### config.mk
export PLATFORM = sky130hd
export DESIGN_NAME = edf_deadline_scheduler
export DESIGN_NICKNAME = d
export VERILOG_FILES = /design/src/rtl/edf_pkg.sv /design/src/rtl/edf_store.sv /design/src/rtl/edf_deadline_scheduler.sv
export SDC_FILE = /design/constraint.sdc
export NUM_CORES = 2
export LEC_CHECK = 0
export BUFFER_PORTS_ARGS = -buffer_cell sky130_fd_sc_hd__buf_4
export CAP_MARGIN = 20
export CORE_UTILIZATION = 56
export DETAILED_ROUTE_END_ITERATION = 10
export GPL_TIMING_DRIVEN = 0
export HOLD_SLACK_MARGIN = 0.03
export PLACE_DENSITY = 0.83
export SETUP_SLACK_MARGIN = 0.4
export SYNTH_ARGS = -nofsm -noshare
export SYNTH_HDL_FRONTEND = slang
export SYNTH_SLANG_ARGS = --single-unit
### constraint.sdc
create_clock -name clk -period 13.6 [get_ports clk]
set_input_delay 2.72 -clock clk [delete_from_list [all_inputs] [get_ports clk]]
set_output_delay 2.72 -clock clk [all_outputs]
set_load 0.05 [all_outputs]
### src/rtl/edf_pkg.sv
// ----------------------------------------------------------------------------
// edf_pkg
// Shared types and constants of the deadline scheduler.
// ----------------------------------------------------------------------------
package edf_pkg;

	localparam int QUEUE_DEPTH = 16;
	localparam int SLOT_W = $clog2(QUEUE_DEPTH);

	typedef logic [SLOT_W-1:0] slot_t;

	typedef enum logic {
		OP_ARRIVE = 1'b0,
		OP_TICK   = 1'b1
	} opcode_t;

	typedef enum logic [2:0] {
		EV_ACCEPTED = 3'd0,
		EV_REJECTED = 3'd1,
		EV_DROPPED  = 3'd2,
		EV_RAN      = 3'd3,
		EV_DONE     = 3'd4,
		EV_IDLE     = 3'd5,
		EV_HALTED   = 3'd6
	} event_t;

	typedef struct packed {
		logic        opcode;
		logic [15:0] task_id;
		logic [15:0] burst_length;
		logic [31:0] deadline_tick;
	} in_item_t;

	typedef struct packed {
		logic [2:0]  event_kind;
		logic [15:0] task_id_out;
		logic [31:0] now_tick;
		logic [31:0] completed_count;
		logic [31:0] failed_count;
		logic [47:0] turnaround_sum;
		logic        last;
	} out_item_t;

	// One entry of the task store.
	typedef struct packed {
		logic [15:0] task_id;
		logic [31:0] deadline;
		logic [15:0] burst;
		logic [15:0] served;
		logic [31:0] arrival;
	} entry_t;

	typedef enum logic [2:0] {
		ST_IDLE,
		ST_SCAN,
		ST_READ,
		ST_EVAL,
		ST_EMIT
	} state_t;

endpackage

### src/rtl/edf_store.sv
// ----------------------------------------------------------------------------
// edf_store
// Task entry memory: one write port, one registered read port.
// ----------------------------------------------------------------------------
module edf_store (
	input  logic          clk,
	input  logic          we,
	input  edf_pkg::slot_t waddr,
	input  edf_pkg::entry_t wdata,
	input  edf_pkg::slot_t raddr,
	output edf_pkg::entry_t rdata
);
	import edf_pkg::*;

	entry_t mem [QUEUE_DEPTH];

	// Synchronous write and registered read.
	always_ff @(posedge clk) begin
		if (we) begin
			mem[waddr] <= wdata;
		end
		rdata <= mem[raddr];
	end

endmodule

### src/rtl/edf_deadline_scheduler.sv
// ----------------------------------------------------------------------------
// edf_deadline_scheduler
// Earliest-deadline-first scheduler with a sixteen-entry task store.
// ----------------------------------------------------------------------------
// One item is handled at a time. An arrive beat is accepted in IDLE, then
// its result is raised in EMIT and held valid until the receiver takes it.
// A tick beat scans the task memory one entry a cycle through the single
// read port, then reads the chosen entry back, evaluates it and emits a
// result; with an empty store the evaluation is skipped and an idle result
// goes out. In soft mode each dropped task repeats the pass; in hard mode a
// drop is followed by a halt beat. Any result beat waits while the receiver
// stalls, so a tick holds the block until its last result beat is taken.
// Valid bits live in flip-flops; entry contents live in memory.
module edf_deadline_scheduler (
	input  logic                clk,
	input  logic                arst_n,
	input  logic                cfg_we,
	input  logic                cfg_wdata,
	input  logic                in_valid,
	output logic                in_ready,
	input  edf_pkg::in_item_t   in_data,
	output logic                out_valid,
	input  logic                out_ready,
	output edf_pkg::out_item_t  out_data
);
	import edf_pkg::*;

	localparam logic [SLOT_W:0] LAST_IDX = (SLOT_W+1)'(QUEUE_DEPTH - 1);

	state_t state_q, state_d;
	logic hard_q, halted_q;
	logic [QUEUE_DEPTH-1:0] valid_q;
	logic [31:0] tick_q, done_q, fail_q;
	logic [47:0] ta_q;
	logic [SLOT_W:0] scan_q;       // address issued this cycle
	logic rd_pend_s1;              // read data of scan_q-1 arrives
	slot_t rd_slot_s1;
	logic best_ok_q;
	slot_t best_q;
	logic [31:0] best_dl_q;
	logic [15:0] best_id_q;
	out_item_t res_q;

	logic we;
	slot_t waddr, raddr;
	entry_t wdata, rdata;

	edf_store u_store (
		.clk(clk), .we(we), .waddr(waddr), .wdata(wdata),
		.raddr(raddr), .rdata(rdata)
	);

	// First free slot for arrivals.
	logic free_ok;
	slot_t free_slot;
	always_comb begin
		free_ok = 1'b0;
		free_slot = '0;
		for (int i = QUEUE_DEPTH - 1; i >= 0; i--) begin
			if (!valid_q[i]) begin
				free_ok = 1'b1;
				free_slot = slot_t'(i);
			end
		end
	end

	// Evaluation of the chosen entry.
	logic [15:0] served_inc;
	logic [32:0] need;
	logic late, finish;
	logic [31:0] ta_inc;
	logic [48:0] ta_sum;
	always_comb begin
		served_inc = rdata.served + 16'd1;
		need = {1'b0, tick_q} + 33'(rdata.burst - rdata.served);
		late = need > {1'b0, rdata.deadline};
		finish = served_inc >= rdata.burst;
		ta_inc = tick_q - rdata.arrival;
		ta_sum = {1'b0, ta_q} + 49'(ta_inc);
	end

	assign raddr = (state_q == ST_READ) ? best_q : scan_q[SLOT_W-1:0];
	assign in_ready = (state_q == ST_IDLE) && !out_valid;

	// Next state.
	always_comb begin
		state_d = state_q;
		unique case (state_q)
			ST_IDLE: begin
				if (in_valid && in_ready) begin
					if (halted_q || in_data.opcode == OP_ARRIVE) state_d = ST_EMIT;
					else state_d = ST_SCAN;
				end
			end
			ST_SCAN: begin
				if (rd_pend_s1 && rd_slot_s1 == LAST_IDX[SLOT_W-1:0]) state_d = ST_READ;
			end
			ST_READ: state_d = best_ok_q ? ST_EVAL : ST_EMIT;
			ST_EVAL: state_d = ST_EMIT;
			ST_EMIT: begin
				// Leave only once the result beat has been taken.
				if (out_valid && out_ready) begin
					if (res_q.last) state_d = ST_IDLE;
					else if (hard_q) state_d = ST_EMIT;
					else state_d = ST_SCAN;
				end
			end
			default: state_d = ST_IDLE;
		endcase
	end

	// Memory write: arrival when accepted in IDLE, service update in EVAL.
	always_comb begin
		we = 1'b0;
		waddr = best_q;
		wdata = rdata;
		if (state_q == ST_EVAL && !late) begin
			we = 1'b1;
			wdata.served = served_inc;
		end else if (state_q == ST_IDLE && in_valid && in_ready && !halted_q &&
			in_data.opcode == OP_ARRIVE && free_ok) begin
			we = 1'b1;
			waddr = free_slot;
			wdata.task_id = in_data.task_id;
			wdata.deadline = in_data.deadline_tick;
			wdata.burst = (in_data.burst_length == 16'd0) ? 16'd1 : in_data.burst_length;
			wdata.served = 16'd0;
			wdata.arrival = tick_q;
		end
	end

	// Control and result registers.
	always_ff @(posedge clk or negedge arst_n) begin
		if (!arst_n) begin
			state_q <= ST_IDLE;
			hard_q <= 1'b0;
			halted_q <= 1'b0;
			valid_q <= '0;
			tick_q <= '0;
			done_q <= '0;
			fail_q <= '0;
			ta_q <= '0;
			scan_q <= '0;
			rd_pend_s1 <= 1'b0;
			rd_slot_s1 <= '0;
			best_ok_q <= 1'b0;
			best_q <= '0;
			best_dl_q <= '0;
			best_id_q <= '0;
			out_valid <= 1'b0;
			res_q <= '0;
		end else begin
			state_q <= state_d;
			if (cfg_we) hard_q <= cfg_wdata;
			if (out_valid && out_ready) out_valid <= 1'b0;
			unique case (state_q)
				ST_IDLE: begin
					scan_q <= '0;
					rd_pend_s1 <= 1'b0;
					best_ok_q <= 1'b0;
					if (in_valid && in_ready) begin
						res_q.last <= 1'b1;
						res_q.now_tick <= tick_q;
						res_q.completed_count <= done_q;
						res_q.failed_count <= fail_q;
						res_q.turnaround_sum <= ta_q;
						if (halted_q) begin
							res_q.event_kind <= EV_HALTED;
							res_q.task_id_out <= '0;
						end else if (in_data.opcode == OP_ARRIVE) begin
							res_q.task_id_out <= in_data.task_id;
							res_q.event_kind <= free_ok ? EV_ACCEPTED : EV_REJECTED;
							if (free_ok) valid_q[free_slot] <= 1'b1;
						end
					end
				end
				ST_SCAN: begin
					if (scan_q <= LAST_IDX) scan_q <= scan_q + 1'b1;
					rd_pend_s1 <= (scan_q <= LAST_IDX);
					rd_slot_s1 <= scan_q[SLOT_W-1:0];
					if (rd_pend_s1 && valid_q[rd_slot_s1]) begin
						if (!best_ok_q || rdata.deadline < best_dl_q ||
							(rdata.deadline == best_dl_q && rdata.task_id < best_id_q)) begin
							best_ok_q <= 1'b1;
							best_q <= rd_slot_s1;
							best_dl_q <= rdata.deadline;
							best_id_q <= rdata.task_id;
						end
					end
				end
				ST_READ: begin
					if (!best_ok_q) begin
						tick_q <= tick_q + 32'd1;
						res_q <= '{event_kind: EV_IDLE, task_id_out: '0,
							now_tick: tick_q + 32'd1, completed_count: done_q,
							failed_count: fail_q, turnaround_sum: ta_q, last: 1'b1};
					end
				end
				ST_EVAL: begin
					res_q.task_id_out <= rdata.task_id;
					res_q.completed_count <= done_q;
					res_q.turnaround_sum <= ta_q;
					if (late) begin
						valid_q[best_q] <= 1'b0;
						fail_q <= (fail_q == '1) ? fail_q : fail_q + 32'd1;
						res_q.failed_count <= (fail_q == '1) ? fail_q : fail_q + 32'd1;
						res_q.now_tick <= tick_q;
						res_q.event_kind <= EV_DROPPED;
						res_q.last <= 1'b0;
					end else begin
						tick_q <= tick_q + 32'd1;
						res_q.now_tick <= tick_q + 32'd1;
						res_q.failed_count <= fail_q;
						res_q.last <= 1'b1;
						if (finish) begin
							valid_q[best_q] <= 1'b0;
							done_q <= (done_q == '1) ? done_q : done_q + 32'd1;
							res_q.completed_count <= (done_q == '1) ? done_q : done_q + 32'd1;
							ta_q <= ta_sum[48] ? '1 : ta_sum[47:0];
							res_q.turnaround_sum <= ta_sum[48] ? '1 : ta_sum[47:0];
							res_q.event_kind <= EV_DONE;
						end else begin
							res_q.event_kind <= EV_RAN;
						end
					end
				end
				ST_EMIT: begin
					scan_q <= '0;
					rd_pend_s1 <= 1'b0;
					best_ok_q <= 1'b0;
					if (!out_valid) begin
						out_valid <= 1'b1;
					end else if (out_ready) begin
						// A drop beat went out; halt or rescan.
						if (!res_q.last) begin
							if (hard_q) begin
								halted_q <= 1'b1;
								res_q.event_kind <= EV_HALTED;
								res_q.task_id_out <= '0;
								res_q.last <= 1'b1;
							end
						end
					end
				end
				default: ;
			endcase
		end
	end

	// The result beat comes straight from the result register.
	always_comb begin
		out_data = res_q;
	end

`ifndef SYNTH
	// A result beat only leaves while the emit state holds it.
	a_out_in_emit: assert property (@(posedge clk) disable iff (!arst_n)
		out_valid |-> state_q == ST_EMIT)
		else $error("result valid outside emit");
	// Once halted, the block stays halted.
	a_halt_sticky: assert property (@(posedge clk) disable iff (!arst_n)
		halted_q |=> halted_q) else $error("halt flag cleared");
	// No new item is taken while a result is pending.
	a_no_accept_busy: assert property (@(posedge clk) disable iff (!arst_n)
		out_valid |-> !in_ready) else $error("accepted while result pending");
`endif

endmodule

==> key figures <==
Cells and area
  • Commonest non-fill, non-tap cell in the layout: edfxtp_1
  • Most frequent cells in the layout: edfxtp_1 (1792), nand2_1 (598), mux4_2 (453)
  • Final Net Count: 7051
  • Post-layout util: 0.654
  • Fraction of layout cells with a size suffix above 1: 0.219
  • Layout overhead on the synthesized area: 15.4%
  • Final Cell Area: 111000 um^2
  • Final Non-Filler Cells: between 9000 and 10000

STA
  • Post-Route Skew: 0.104 ns
  • TNS Setup: 0 ns
  • F_max: a little over 90 MHz
  • RSZ-0062 raised after global routing: false
  • Setup Viol. Count Final: 0
  • Worst slew margin: 0.116
  • Hold Violations, Final: 0
  • Worst Tran Pin Value: 1.33 ns
  • Final Slew Violations: 0
  • Fin crit period: ~11 ns
  • Final Cycle Share: 0.804

Clocking
  • CTS max path bufs: 3
  • Skew-Pair Late Insertion Delay: roughly 0.90 ns
  • Root Buffer: clkbuf_16
  • CTS Hold Buffers Added: 0
  • Postcts setup bufs: 0
  • CTS sink count: between 2000 and 2500
  • CTS tree: built
  • H-tree levels: 4
  • Worst-path clk slew: approximately 0.06 ns
  • Post_cts resized: 0
  • CTS buffer count: approximately 210

Placement
  • Placed cells: about 8800
  • Routability congestion estimate: 0.920
  • IO Port Bufs: approximately 240
  • Detailed Place HPWL: ~190 mm
  • Post-DP Area: about 100000 um^2

Route
  • ANT nets after route: 0
  • WL final: 283 mm
  • Pre-antenna DRT Iters: 6
  • Initial DRC count: ~9400
  • DR vias/cell: between 6 and 7
  • Drt drc: 0
  • Vias: 61900
  • Routed WL per cell: ~30 um

Yosys
  • Post-synth EDFFs: about 1800
  • Seq/Total Area, Yosys: 0.683
  • Cell area after synthesis: roughly 97000 um^2
  • Synth Area in Adders: 0.0286
  • Mux contribution to synthesized area: 0.125
  • Post-Synth XOR/XNOR Area: 0.0198
  • Distinct cells, synth: 97
  • Ys Warns: 0
  • Compound-Gate Fraction of Synth Area: 0.0615
  • Syn nets: 6335
  • Mean Syn Cell Area: 16.0 um^2
  • Post-synth top flop: edfxtp_1
  • Largest family of logic cells by synthesized area: multiplexers
  • Post-synthesis async set-or-reset flop share: 0.171
  • Synthesis-stage register bit count: about 2300
  • Synth Instances: just over 6000
  • Simple-gate share of the synthesized area: 0.0632

Die
  • Initial Utilization: 0.567
  • Die height: roughly 420 um
  • Die X: between 400 and 500 um
  • Die area: 174000 um^2
  • Core area: 170000 um^2
  • FP Rows: 151
  • I/O pins: 237

Global routing
  • First-pass GRT wire length: between 400 and 500 mm
  • Tot GR Track Use: 0.323
  • Largest net degree at the start of global routing: 130
  • Total gr overflow: 0
  • Number of global-route vias before repair: a little over 60000
  • Initial antenna violation count: 11

Status
  • Status: finished clean

Critical path
  • Crit-path max cell delay: roughly 0.74 ns
  • Reg2Reg Setup Slack: approximately 2.7 ns
  • Req. time, crit path: ~14 ns
  • Arrival @ worst endpoint: around 11 ns
  • Crit start category: flip-flop
  • Critical path class: reg -> reg
  • Critical path peak fanout: 23
  • Crit-path slowest cell: nor2_4
  • Critical Path End Type: flip-flop
  • Worst path most repeated cell: a21oi_1

Min path
  • Worst min path class: reg -> reg

Power
  • Total power: between 20 and 25 mW
  • IR Drop Worst-Case VDD: around 0.13 mV
  • Pleak: 41.2 nW
  • Pwr/cell area: roughly 210 nW/um^2

Job
  • Max_cap viols: 0
-- sequential cells by signal, summed over array words and instances (netlist names), 3 cells and up --
name / flops
ta_q: 48
fail_q: 32
best_id_q: 16
out_data: 164
rd_slot_s1: 4
scan_q: 5
state_q: 3
tick_q: 32
valid_q: 16
done_q: 32
best_dl_q: 32
best_q: 4
u_store.mem: 1792
u_store.rdata: 112
-- power by group --
part	leakage (nW)	switching, mW	internal, mW
clock network	3.32	2.67	3.23
logic	15.4	5.40	2.91
registers	22.4	0.394	9.07
total	41.2	8.46	15.2
-- cell type report --
class,count,area (um^2)
diodes,14,35.0
plain buffers,282,1180
clock buffers,320,5980
clock inverters,75,872
fillers,10800,58900
inverters,189,709
multi-input cells,3278,28900
flip-flops and latches,2297,65900
well taps,2295,2870
repair buffers,503,4900
-- cells by family (layout without fill, tap and decap cells) --
group / after synthesis / count (layout)
flip-flops: 2297 / 2297
AND/OR/NAND/NOR: 1301 / 1301
AO/OA/AOI/OAI: 922 / 922
multiplexers: 620 / 620
buffers and inverters: 471 / 1369
adder cells (fa/ha/maj): 218 / 218
XOR/XNOR: 217 / 217
other: 0 / 14
-- worst max-delay path: cells and delay by family (launching register included) --
family / cells / cell delay [ns]
AO/OA/AOI/OAI: 17 / 3.80
XOR/XNOR: 2 / 0.39
adder cells (fa/ha/maj): 3 / 1.00
buffers and inverters: 6 / 1.41
flip-flops: 1 / 0.44
AND/OR/NAND/NOR: 11 / 3.49
-- synth_stat cells (90+ instances only) --
master	number	area (um^2)
a211oi_1	131	983
a21oi_1	136	681
a31oi_1	168	1050
and2_1	124	776
clkbuf_1	191	717
dfrtp_1	393	9830
dfxtp_1	112	2240
edfxtp_1	1792	53800
ha_1	214	2680
inv_1	188	706
mux2_2	124	1400
mux4_2	453	10200
nand2_1	598	2240
nand3_1	90	450
nor2_1	196	736
o21ai_0	227	1140
xnor2_1	148	1300
-- per-layer routing --
layer / wire length [um] / up-vias / track usage
met3: 37200 / 1078 / 0.0925
li1: - / 24900 / -
met1: 97200 / 30800 / 0.413
met2: 129000 / 5118 / 0.494
met5: 54 / - / 0
met4: 19800 / 6 / 0.195
-- through the flow --
step           setup WS [ns]  hold WS, ns
2_1_floorplan         -0.776        0.446
3_3_place_gp          -12.34        0.463
3_5_place_dp            3.01        0.468
4_1_cts                 2.92        0.477
5_1_grt                 2.24        0.497
6_report                2.67        0.482
-- path summary, 6_finish.rpt --
check	endpoint	startpoint	depth (start not counted)
setup / recovery	u_store.mem[15][78]	u_store.rdata[33]	39
hold / removal	out_data[162]	out_data[162]	1
setup reg to reg	u_store.mem[15][78]	u_store.rdata[33]	39
hold reg to reg	out_data[162]	out_data[162]	1
max in group asynchronous	best_dl_q[13]	arst_n	3
min in group asynchronous	out_data[11]	arst_n	1
Power figures use the tool's default switching activity.
